## config.mk

```make
export PLATFORM = sky130hd
export DESIGN_NAME = rpn_stack_calculator
export DESIGN_NICKNAME = d
export VERILOG_FILES = /design/src/rtl/rsc_pkg.sv /design/src/rtl/rpn_stack_calculator.sv /design/src/rtl/rsc_divider.sv
export SDC_FILE = /design/constraint.sdc
export NUM_CORES = 2
export LEC_CHECK = 0
export BUFFER_PORTS_ARGS = -buffer_cell sky130_fd_sc_hd__buf_2
export CORE_MARGIN = 1
export CORE_UTILIZATION = 40
export CTS_BUF_LIST = sky130_fd_sc_hd__clkbuf_16
export DETAILED_ROUTE_END_ITERATION = 7
export PLACE_DENSITY_LB_ADDON = 0.15
export SYNTH_ARGS = -nofsm -noshare
export SYNTH_HDL_FRONTEND = slang
export SYNTH_SLANG_ARGS = --single-unit
```

## constraint.sdc

```tcl
create_clock -name clk -period 7.7 [get_ports clk]
set_input_delay 0.77 -clock clk [delete_from_list [all_inputs] [get_ports clk]]
set_output_delay 0.77 -clock clk [all_outputs]
set_load 0.02 [all_outputs]
```

## src/rtl/rsc_pkg.sv

```systemverilog
package rsc_pkg;

  localparam int STACK_DEPTH = 64;
  localparam int AW = $clog2(STACK_DEPTH);
  localparam int CW = $clog2(STACK_DEPTH + 1);

  typedef enum logic [3:0] {
    ACT_PUSH  = 4'd0,
    ACT_POP   = 4'd1,
    ACT_PEEK  = 4'd2,
    ACT_CLEAR = 4'd3,
    ACT_DUMP  = 4'd4,
    ACT_SWAP  = 4'd5,
    ACT_DUP   = 4'd6,
    ACT_ADD   = 4'd7,
    ACT_SUB   = 4'd8,
    ACT_MUL   = 4'd9,
    ACT_DIV   = 4'd10
  } action_t;

  typedef enum logic [2:0] {
    ST_OK    = 3'd0,
    ST_EMPTY = 3'd1,
    ST_FEW   = 3'd2,
    ST_DIV0  = 3'd3,
    ST_FULL  = 3'd4
  } status_t;

  typedef struct packed {
    logic        start;
    logic [31:0] b;
    logic [31:0] a;
  } div_req_t;

  typedef struct packed {
    logic        done;
    logic [31:0] q;
  } div_rsp_t;

endpackage

```

## src/rtl/rpn_stack_calculator.sv

```systemverilog
// Push, clear and commands refused at once answer directly; pop, peek and
// duplicate first read the top entry; swap, add, subtract, multiply and
// divide by zero read both top entries; divide then runs the divider.
// Dump sends one word at a time, reading the next after the last is taken.
// One command at a time; the next is taken the cycle after the last result
// word. Reset (rst, synchronous) empties the stack; memory kept.
module rpn_stack_calculator (
  input  logic        clk,
  input  logic        rst,
  input  logic        s_tvalid,
  output logic        s_tready,
  input  logic [39:0] s_tdata,   // action[3:0], operand[35:4], zero fill
  output logic        m_tvalid,
  input  logic        m_tready,
  output logic [39:0] m_tdata,   // value[31:0], status[34:32], zero fill
  output logic        m_tlast
);

  typedef enum logic [3:0] {
    S_IDLE, S_RD_A, S_RD_B, S_EXEC, S_DIV, S_DUMP_RD, S_DUMP_OUT, S_OUT
  } state_t;

  state_t                 state, state_next;
  logic [3:0]             act, act_next;
  logic [31:0]            opnd, opnd_next;
  logic [rsc_pkg::CW-1:0] count, count_next;
  logic [rsc_pkg::CW-1:0] walk, walk_next;
  logic [31:0]            a, a_next;
  logic [31:0]            mem [rsc_pkg::STACK_DEPTH];
  logic [31:0]            rdata;
  logic [rsc_pkg::AW-1:0] raddr;
  logic                   re;
  logic [rsc_pkg::AW-1:0] waddr;
  logic [31:0]            wdata;
  logic                   we;
  logic [31:0]            mul_r, mul_r_next;
  logic                   div_start, div_start_next;
  logic                   m_tvalid_next;
  logic [39:0]            m_tdata_next;
  logic                   m_tlast_next;
  rsc_pkg::div_req_t      dreq;
  rsc_pkg::div_rsp_t      drsp;

  always_ff @(posedge clk) begin
    if (we) mem[waddr] <= wdata;
    if (re) rdata <= mem[raddr];
  end

  rsc_divider u_div (.clk(clk), .rst(rst), .req(dreq), .rsp(drsp));

  assign s_tready = (state == S_IDLE) && !m_tvalid;

  always_comb begin
    state_next     = state;
    act_next       = act;
    opnd_next      = opnd;
    count_next     = count;
    walk_next      = walk;
    a_next         = a;
    mul_r_next     = mul_r;
    div_start_next = 1'b0;
    m_tvalid_next  = m_tvalid && !m_tready;
    m_tdata_next   = m_tdata;
    m_tlast_next   = m_tlast;
    re             = 1'b0;
    raddr          = '0;
    we             = 1'b0;
    waddr          = '0;
    wdata          = '0;
    case (state)
      S_IDLE: begin
        if (s_tvalid && s_tready) begin
          act_next     = s_tdata[3:0];
          opnd_next    = s_tdata[35:4];
          m_tdata_next = '0;
          m_tlast_next = 1'b1;
          state_next   = S_OUT;
          case (s_tdata[3:0])
            rsc_pkg::ACT_PUSH: begin
              if (count == rsc_pkg::CW'(rsc_pkg::STACK_DEPTH)) begin
                m_tdata_next[34:32] = rsc_pkg::ST_FULL;
              end else begin
                we         = 1'b1;
                waddr      = count[rsc_pkg::AW-1:0];
                wdata      = s_tdata[35:4];
                count_next = count + 1'b1;
              end
            end
            rsc_pkg::ACT_CLEAR: count_next = '0;
            rsc_pkg::ACT_POP, rsc_pkg::ACT_PEEK, rsc_pkg::ACT_DUMP: begin
              if (count == '0) begin
                m_tdata_next[34:32] = rsc_pkg::ST_EMPTY;
              end else begin
                re         = 1'b1;
                raddr      = rsc_pkg::AW'(count - 1'b1);
                walk_next  = count - 1'b1;
                state_next = (s_tdata[3:0] == rsc_pkg::ACT_DUMP) ? S_DUMP_RD : S_RD_A;
              end
            end
            rsc_pkg::ACT_DUP: begin
              if (count == '0) begin
                m_tdata_next[34:32] = rsc_pkg::ST_FEW;
              end else if (count == rsc_pkg::CW'(rsc_pkg::STACK_DEPTH)) begin
                m_tdata_next[34:32] = rsc_pkg::ST_FULL;
              end else begin
                re         = 1'b1;
                raddr      = rsc_pkg::AW'(count - 1'b1);
                state_next = S_RD_A;
              end
            end
            rsc_pkg::ACT_SWAP, rsc_pkg::ACT_ADD, rsc_pkg::ACT_SUB,
            rsc_pkg::ACT_MUL, rsc_pkg::ACT_DIV: begin
              if (count < rsc_pkg::CW'(2)) begin
                m_tdata_next[34:32] = rsc_pkg::ST_FEW;
              end else begin
                re         = 1'b1;
                raddr      = rsc_pkg::AW'(count - 1'b1);
                state_next = S_RD_A;
              end
            end
            default: ;
          endcase
        end
      end
      S_RD_A: begin
        // rdata holds top entry
        a_next     = rdata;
        state_next = S_OUT;
        case (act)
          rsc_pkg::ACT_POP: begin
            m_tdata_next[31:0] = rdata;
            count_next         = count - 1'b1;
          end
          rsc_pkg::ACT_PEEK: m_tdata_next[31:0] = rdata;
          rsc_pkg::ACT_DUP: begin
            we         = 1'b1;
            waddr      = count[rsc_pkg::AW-1:0];
            wdata      = rdata;
            count_next = count + 1'b1;
          end
          default: begin
            re         = 1'b1;
            raddr      = rsc_pkg::AW'(count - 2'd2);
            state_next = S_RD_B;
          end
        endcase
      end
      S_RD_B: begin
        mul_r_next = a * rdata;
        state_next = S_EXEC;
        if (act == rsc_pkg::ACT_SWAP) begin
          we    = 1'b1;
          waddr = rsc_pkg::AW'(count - 1'b1);
          wdata = rdata;
        end
        opnd_next = rdata; // b
      end
      S_EXEC: begin
        state_next = S_OUT;
        case (act)
          rsc_pkg::ACT_SWAP: begin
            we    = 1'b1;
            waddr = rsc_pkg::AW'(count - 2'd2);
            wdata = a;
          end
          rsc_pkg::ACT_DIV: begin
            if (a == '0) begin
              count_next          = count - 2'd2;
              m_tdata_next[34:32] = rsc_pkg::ST_DIV0;
            end else begin
              div_start_next = 1'b1;
              state_next     = S_DIV;
            end
          end
          default: begin
            we         = 1'b1;
            waddr      = rsc_pkg::AW'(count - 2'd2);
            wdata      = (act == rsc_pkg::ACT_ADD) ? a + opnd :
                         (act == rsc_pkg::ACT_SUB) ? opnd - a : mul_r;
            count_next = count - 1'b1;
          end
        endcase
      end
      S_DIV: begin
        if (drsp.done) begin
          we         = 1'b1;
          waddr      = rsc_pkg::AW'(count - 2'd2);
          wdata      = drsp.q;
          count_next = count - 1'b1;
          state_next = S_OUT;
        end
      end
      S_DUMP_RD: begin
        if (!m_tvalid) begin
          m_tdata_next[31:0] = rdata;
          m_tlast_next       = (walk == '0);
          m_tvalid_next      = 1'b1;
          state_next         = S_DUMP_OUT;
        end
      end
      S_DUMP_OUT: begin
        if (m_tready) begin
          if (walk == '0) begin
            state_next = S_IDLE;
          end else begin
            re         = 1'b1;
            raddr      = rsc_pkg::AW'(walk - 1'b1);
            walk_next  = walk - 1'b1;
            state_next = S_DUMP_RD;
          end
        end
      end
      S_OUT: begin
        m_tvalid_next = 1'b1;
        state_next    = S_IDLE;
      end
      default: state_next = S_IDLE;
    endcase
  end

  always_ff @(posedge clk) begin
    if (rst) begin
      state     <= S_IDLE;
      count     <= '0;
      m_tvalid  <= 1'b0;
      div_start <= 1'b0;
    end else begin
      state     <= state_next;
      count     <= count_next;
      m_tvalid  <= m_tvalid_next;
      div_start <= div_start_next;
    end
    act     <= act_next;
    opnd    <= opnd_next;
    walk    <= walk_next;
    a       <= a_next;
    mul_r   <= mul_r_next;
    m_tdata <= m_tdata_next;
    m_tlast <= m_tlast_next;
  end

  assign dreq = '{start: div_start, b: opnd, a: a};

endmodule

```

## src/rtl/rsc_divider.sv

```systemverilog
module rsc_divider (
  input  logic              clk,
  input  logic              rst,
  input  rsc_pkg::div_req_t req,
  output rsc_pkg::div_rsp_t rsp
);

  logic [31:0] rem;
  logic [31:0] quo;
  logic [31:0] dvs;
  logic [5:0]  cnt;
  logic        busy;
  logic        neg;
  logic        done;
  logic [32:0] trial;

  // one quotient bit a cycle, restoring, on magnitudes
  assign trial = {rem, quo[31]} - {1'b0, dvs};

  always_ff @(posedge clk) begin
    if (rst) begin
      busy <= 1'b0;
      done <= 1'b0;
    end else begin
      done <= !req.start && busy && (cnt == 6'd31);
      if (req.start) begin
        busy <= 1'b1;
        cnt  <= 6'd0;
        rem  <= 32'd0;
        quo  <= req.b[31] ? 32'd0 - req.b : req.b;
        dvs  <= req.a[31] ? 32'd0 - req.a : req.a;
        neg  <= req.a[31] ^ req.b[31];
      end else if (busy) begin
        if (!trial[32]) begin
          rem <= trial[31:0];
          quo <= {quo[30:0], 1'b1};
        end else begin
          rem <= {rem[30:0], quo[31]};
          quo <= {quo[30:0], 1'b0};
        end
        cnt <= cnt + 6'd1;
        if (cnt == 6'd31) begin
          busy <= 1'b0;
        end
      end
    end
  end

  assign rsp = '{done: done, q: (neg ? 32'd0 - quo : quo)};

endmodule

```

==> flow_metrics.env <==
export IMPL_start_kind="register"
export IMPL_final_nets=10800
export IMPL_reg2reg_from="rdata[2]"
export IMPL_wirelength_um=426000
export IMPL_grt_first_pass_wirelength_um=601000
export IMPL_area_growth_pct=13.3
export IMPL_tightestPinTransition_ns=1.36
export IMPL_synth_edf_count=2326
export IMPL_gp_congestion=0.887
export IMPL_overflow=0
export IMPL_rrSetupSlack_ns=0.19
export IMPL_dp_cells=13700
export IMPL_outcome="completed"
export IMPL_ant_nets=0
export IMPL_cts_sinks=2340
export IMPL_fp_dieH_um=543
export IMPL_syn_inst=9949
export IMPL_min_path_cells=1
export IMPL_maxUsedRoutingLayer="met5"
export IMPL_async_reset_ff_share_pct=0
export IMPL_instances_no_fill=14200
export IMPL_viasPerCell=5.87
export IMPL_holdPathEnd="act[3]"
export IMPL_initial_core_util_pct=40.2
export IMPL_hold_viol=0
export IMPL_nFillCells=26400
export IMPL_grt_usage_pct=28.6
export IMPL_dp_hpwl_um=264000
export IMPL_route_met3_wl_um=39900
export IMPL_die_x_um=543
export IMPL_insertion_delay_ns=0.91
export IMPL_slew_headroom_pct=9.36
export IMPL_grt_max_degree=131
export IMPL_worst_clock_skew_ns=0.0907
export IMPL_root_buffer="clkbuf_16"
export IMPL_grt_pass1_vias=79100
export IMPL_place_area_um2=124000
export IMPL_crit_required_ns=8.29
export IMPL_cts_max_path_buffers=4
export IMPL_rows=198
export IMPL_worst_path_max_fanout=4
export IMPL_portBuffers=77
export IMPL_drive_gt1_share_pct=10.0
export IMPL_avgSynthCellArea_um2=11.8
export IMPL_wl_per_cell_um=30.0
export IMPL_worst_path_max_delay_cell="or4b_2"
export IMPL_wl_met2_um=192000
export IMPL_wl_met1_um=182000
export IMPL_vias=83300
export IMPL_min_period_over_period_pct=97.5
export IMPL_fin_ws_ns=0.190
export IMPL_worstHoldStart="s_tdata[3]"
export IMPL_drc=0
export IMPL_hold_path_class="in -> reg"
export IMPL_reg2regPathDepth=21
export IMPL_max_stage_delay_ns=0.61
export IMPL_tritoncts="built"
export IMPL_drtPass1Iterations=8
export IMPL_finalInstanceArea_um2=133000
export IMPL_ys_ff_latch=2340
export IMPL_core_region_area_um2=291000
export IMPL_maxCapViolCount=0
export IMPL_cts_buffers=269
export IMPL_syn_area_um2=117000
export IMPL_dieArea_um2=295000
export IMPL_cts_htree_levels=5
export IMPL_finalSetupViolations=0
export IMPL_synth_main_ff_cell="edfxtp_1"
export IMPL_critPathKind="reg -> reg"
export IMPL_path_cells="buf_4, and2_1, fa_1, inv_1, fa_1, fa_1, fa_1, inv_1, fa_1, fa_1, fa_1, fa_1, ha_1, and3_1, and3_1, or4b_2, o211ai_1, o21ai_1, a221o_1, a21oi_1, xnor2_1"
export IMPL_ys_warn_count=0
export IMPL_dp_slack_ns=0.0666
export IMPL_arrival_ns=8.10
export IMPL_io_pins=87
export IMPL_startpoint="rdata[2]"
export IMPL_path_clk_slew_ns=0.06
export IMPL_endpoint_kind="register"
export IMPL_drtIter0Drc=10600
export IMPL_yosysSeqAreaShare_pct=59.9
export IMPL_antenna_found_initial=24
export IMPL_slew_violations=0
export IMPL_crit_top_cell="fa_1"
export IMPL_ys_types=104
export IMPL_reg2reg_to="mul_r[31]"
export IMPL_max_freq_mhz=133
export IMPL_fin_crit_ns=7.51
[repair_timing]
item	in CTS	in global routing
endpoints found under the setup margin	0	2
buffers inserted	0	5
resized for setup	0	2
hold buffers	0	0
[cells in the mapped netlist (all sizes together) (32+ instances only)]
| cell | n | area share, % |
|---|---|---|
| o31ai | 38 | 0.24 |
| inv | 516 | 1.7 |
| fa | 411 | 7.0 |
| a31oi | 62 | 0.33 |
| xor2 | 86 | 0.64 |
| a211oi | 69 | 0.45 |
| edfxtp | 2326 | 60 |
| a21oi | 346 | 1.5 |
| nand2 | 2389 | 7.7 |
| nand3 | 548 | 2.3 |
| a21o | 37 | 0.24 |
| ha | 229 | 2.4 |
| o221ai | 32 | 0.24 |
| nor2 | 293 | 0.94 |
| a221oi | 33 | 0.25 |
| nor3 | 74 | 0.32 |
| mux2i | 104 | 0.89 |
| a311oi | 107 | 0.80 |
| and3 | 232 | 1.2 |
| nor2b | 43 | 0.23 |
| buf | 317 | 1.5 |
| clkbuf | 302 | 0.97 |
| and2 | 368 | 2.0 |
| nor4 | 35 | 0.22 |
| o21ai | 172 | 0.74 |
| nand4 | 184 | 0.98 |
| o22ai | 37 | 0.20 |
| xnor2 | 142 | 1.1 |
[worst max-delay path by stage]
| stage | endpoint | slack (ns) |
|---|---|---|
| detailed placement | mul_r[29] | 0.07 |
| global route | mul_r[31] | -0.002 |
| CTS | mul_r[29] | 0.04 |
| global placement | mul_r[31] | 0.07 |
| finish | mul_r[31] | 0.19 |
| floorplan | mul_r[31] | 0.19 |
[area by class of cell]
| type | instances | area, µm² | share of cell area, % |
|---|---|---|---|
| multi-input combinational | 6476 | 43100 | 32.5 |
| antenna | 21 | 52.6 | 0.0396 |
| sequential | 2340 | 70100 | 52.9 |
| timing repair buffer | 467 | 3990 | 3.01 |
| clock buffer | 275 | 6880 | 5.19 |
| clock inverter | 205 | 1660 | 1.25 |
| tap | 3900 | 4880 | 3.68 |
| inverter | 518 | 1940 | 1.47 |
[cell families (layout without fill, tap and decap cells)]
kind of cell | count (synthesis) | count (layout) | share of synthesized area [%]
fa+ha+maj | 640 | 640 | 9.48
compound gates | 1197 | 1197 | 7.04
simple gates | 4283 | 4283 | 16.6
flops | 2340 | 2340 | 59.9
other cells | 1 | 26 | 0.00320
buf+inv | 1137 | 1465 | 4.14
xor+xnor | 228 | 228 | 1.71
mux | 123 | 123 | 1.10
[sequential cells by signal, indices dropped and copies added, names as in the netlist, 3 cells and up]
register	cells
a	32
opnd	32
u_div.rem	32
u_div.quo	32
count	7
walk	7
mul_r	32
u_div.dvs	32
m_tdata	35
u_div.cnt	6
state	3
mem	2048
act	4
rdata	32
[layer usage]
| layer | vias up | GRT usage, % |
|---|---|---|
| li1 | 35600 | - |
| met1 | 42900 | 41.3 |
| met2 | 4168 | 43.8 |
| met3 | 594 | 4.81 |
| met4 | 4 | 8.70 |
| met5 | - | 0 |
[metrics by stage]
stage	utilization (%)	hold slack [ns]	TNS (ns)
after floorplan	-	0.424	0
after global placement	42.6	0.471	0
after detailed placement	42.6	0.480	0
after CTS	45.5	0.145	0
after global routing	45.6	0.192	-0.00190
final	45.6	0.230	0
[worst max-delay path: cells and delay by family (launching register included)]
kind            cells  cell delay (ns)
fa+ha+maj           9             4.36
simple gates        4             1.16
compound gates      4             0.90
flops               1             0.47
buf+inv             3             0.29
xor+xnor            1             0.08
[placed cells by master, fill, tap and decap left out, types with 164 or more instances in the layout]
master / instances
nor2_1: 225
a21oi_1: 341
inv_1: 561
ha_1: 229
clkbuf_16: 275
o21ai_0: 164
fa_1: 411
and2_1: 367
nand3_1: 540
buf_4: 336
nand2_1: 2386
and3_1: 230
nand4_1: 184
edfxtp_1: 2326
Power is not shown: default switching activity piles up to over one toggle a cycle in this logic, so the estimate is an artifact.
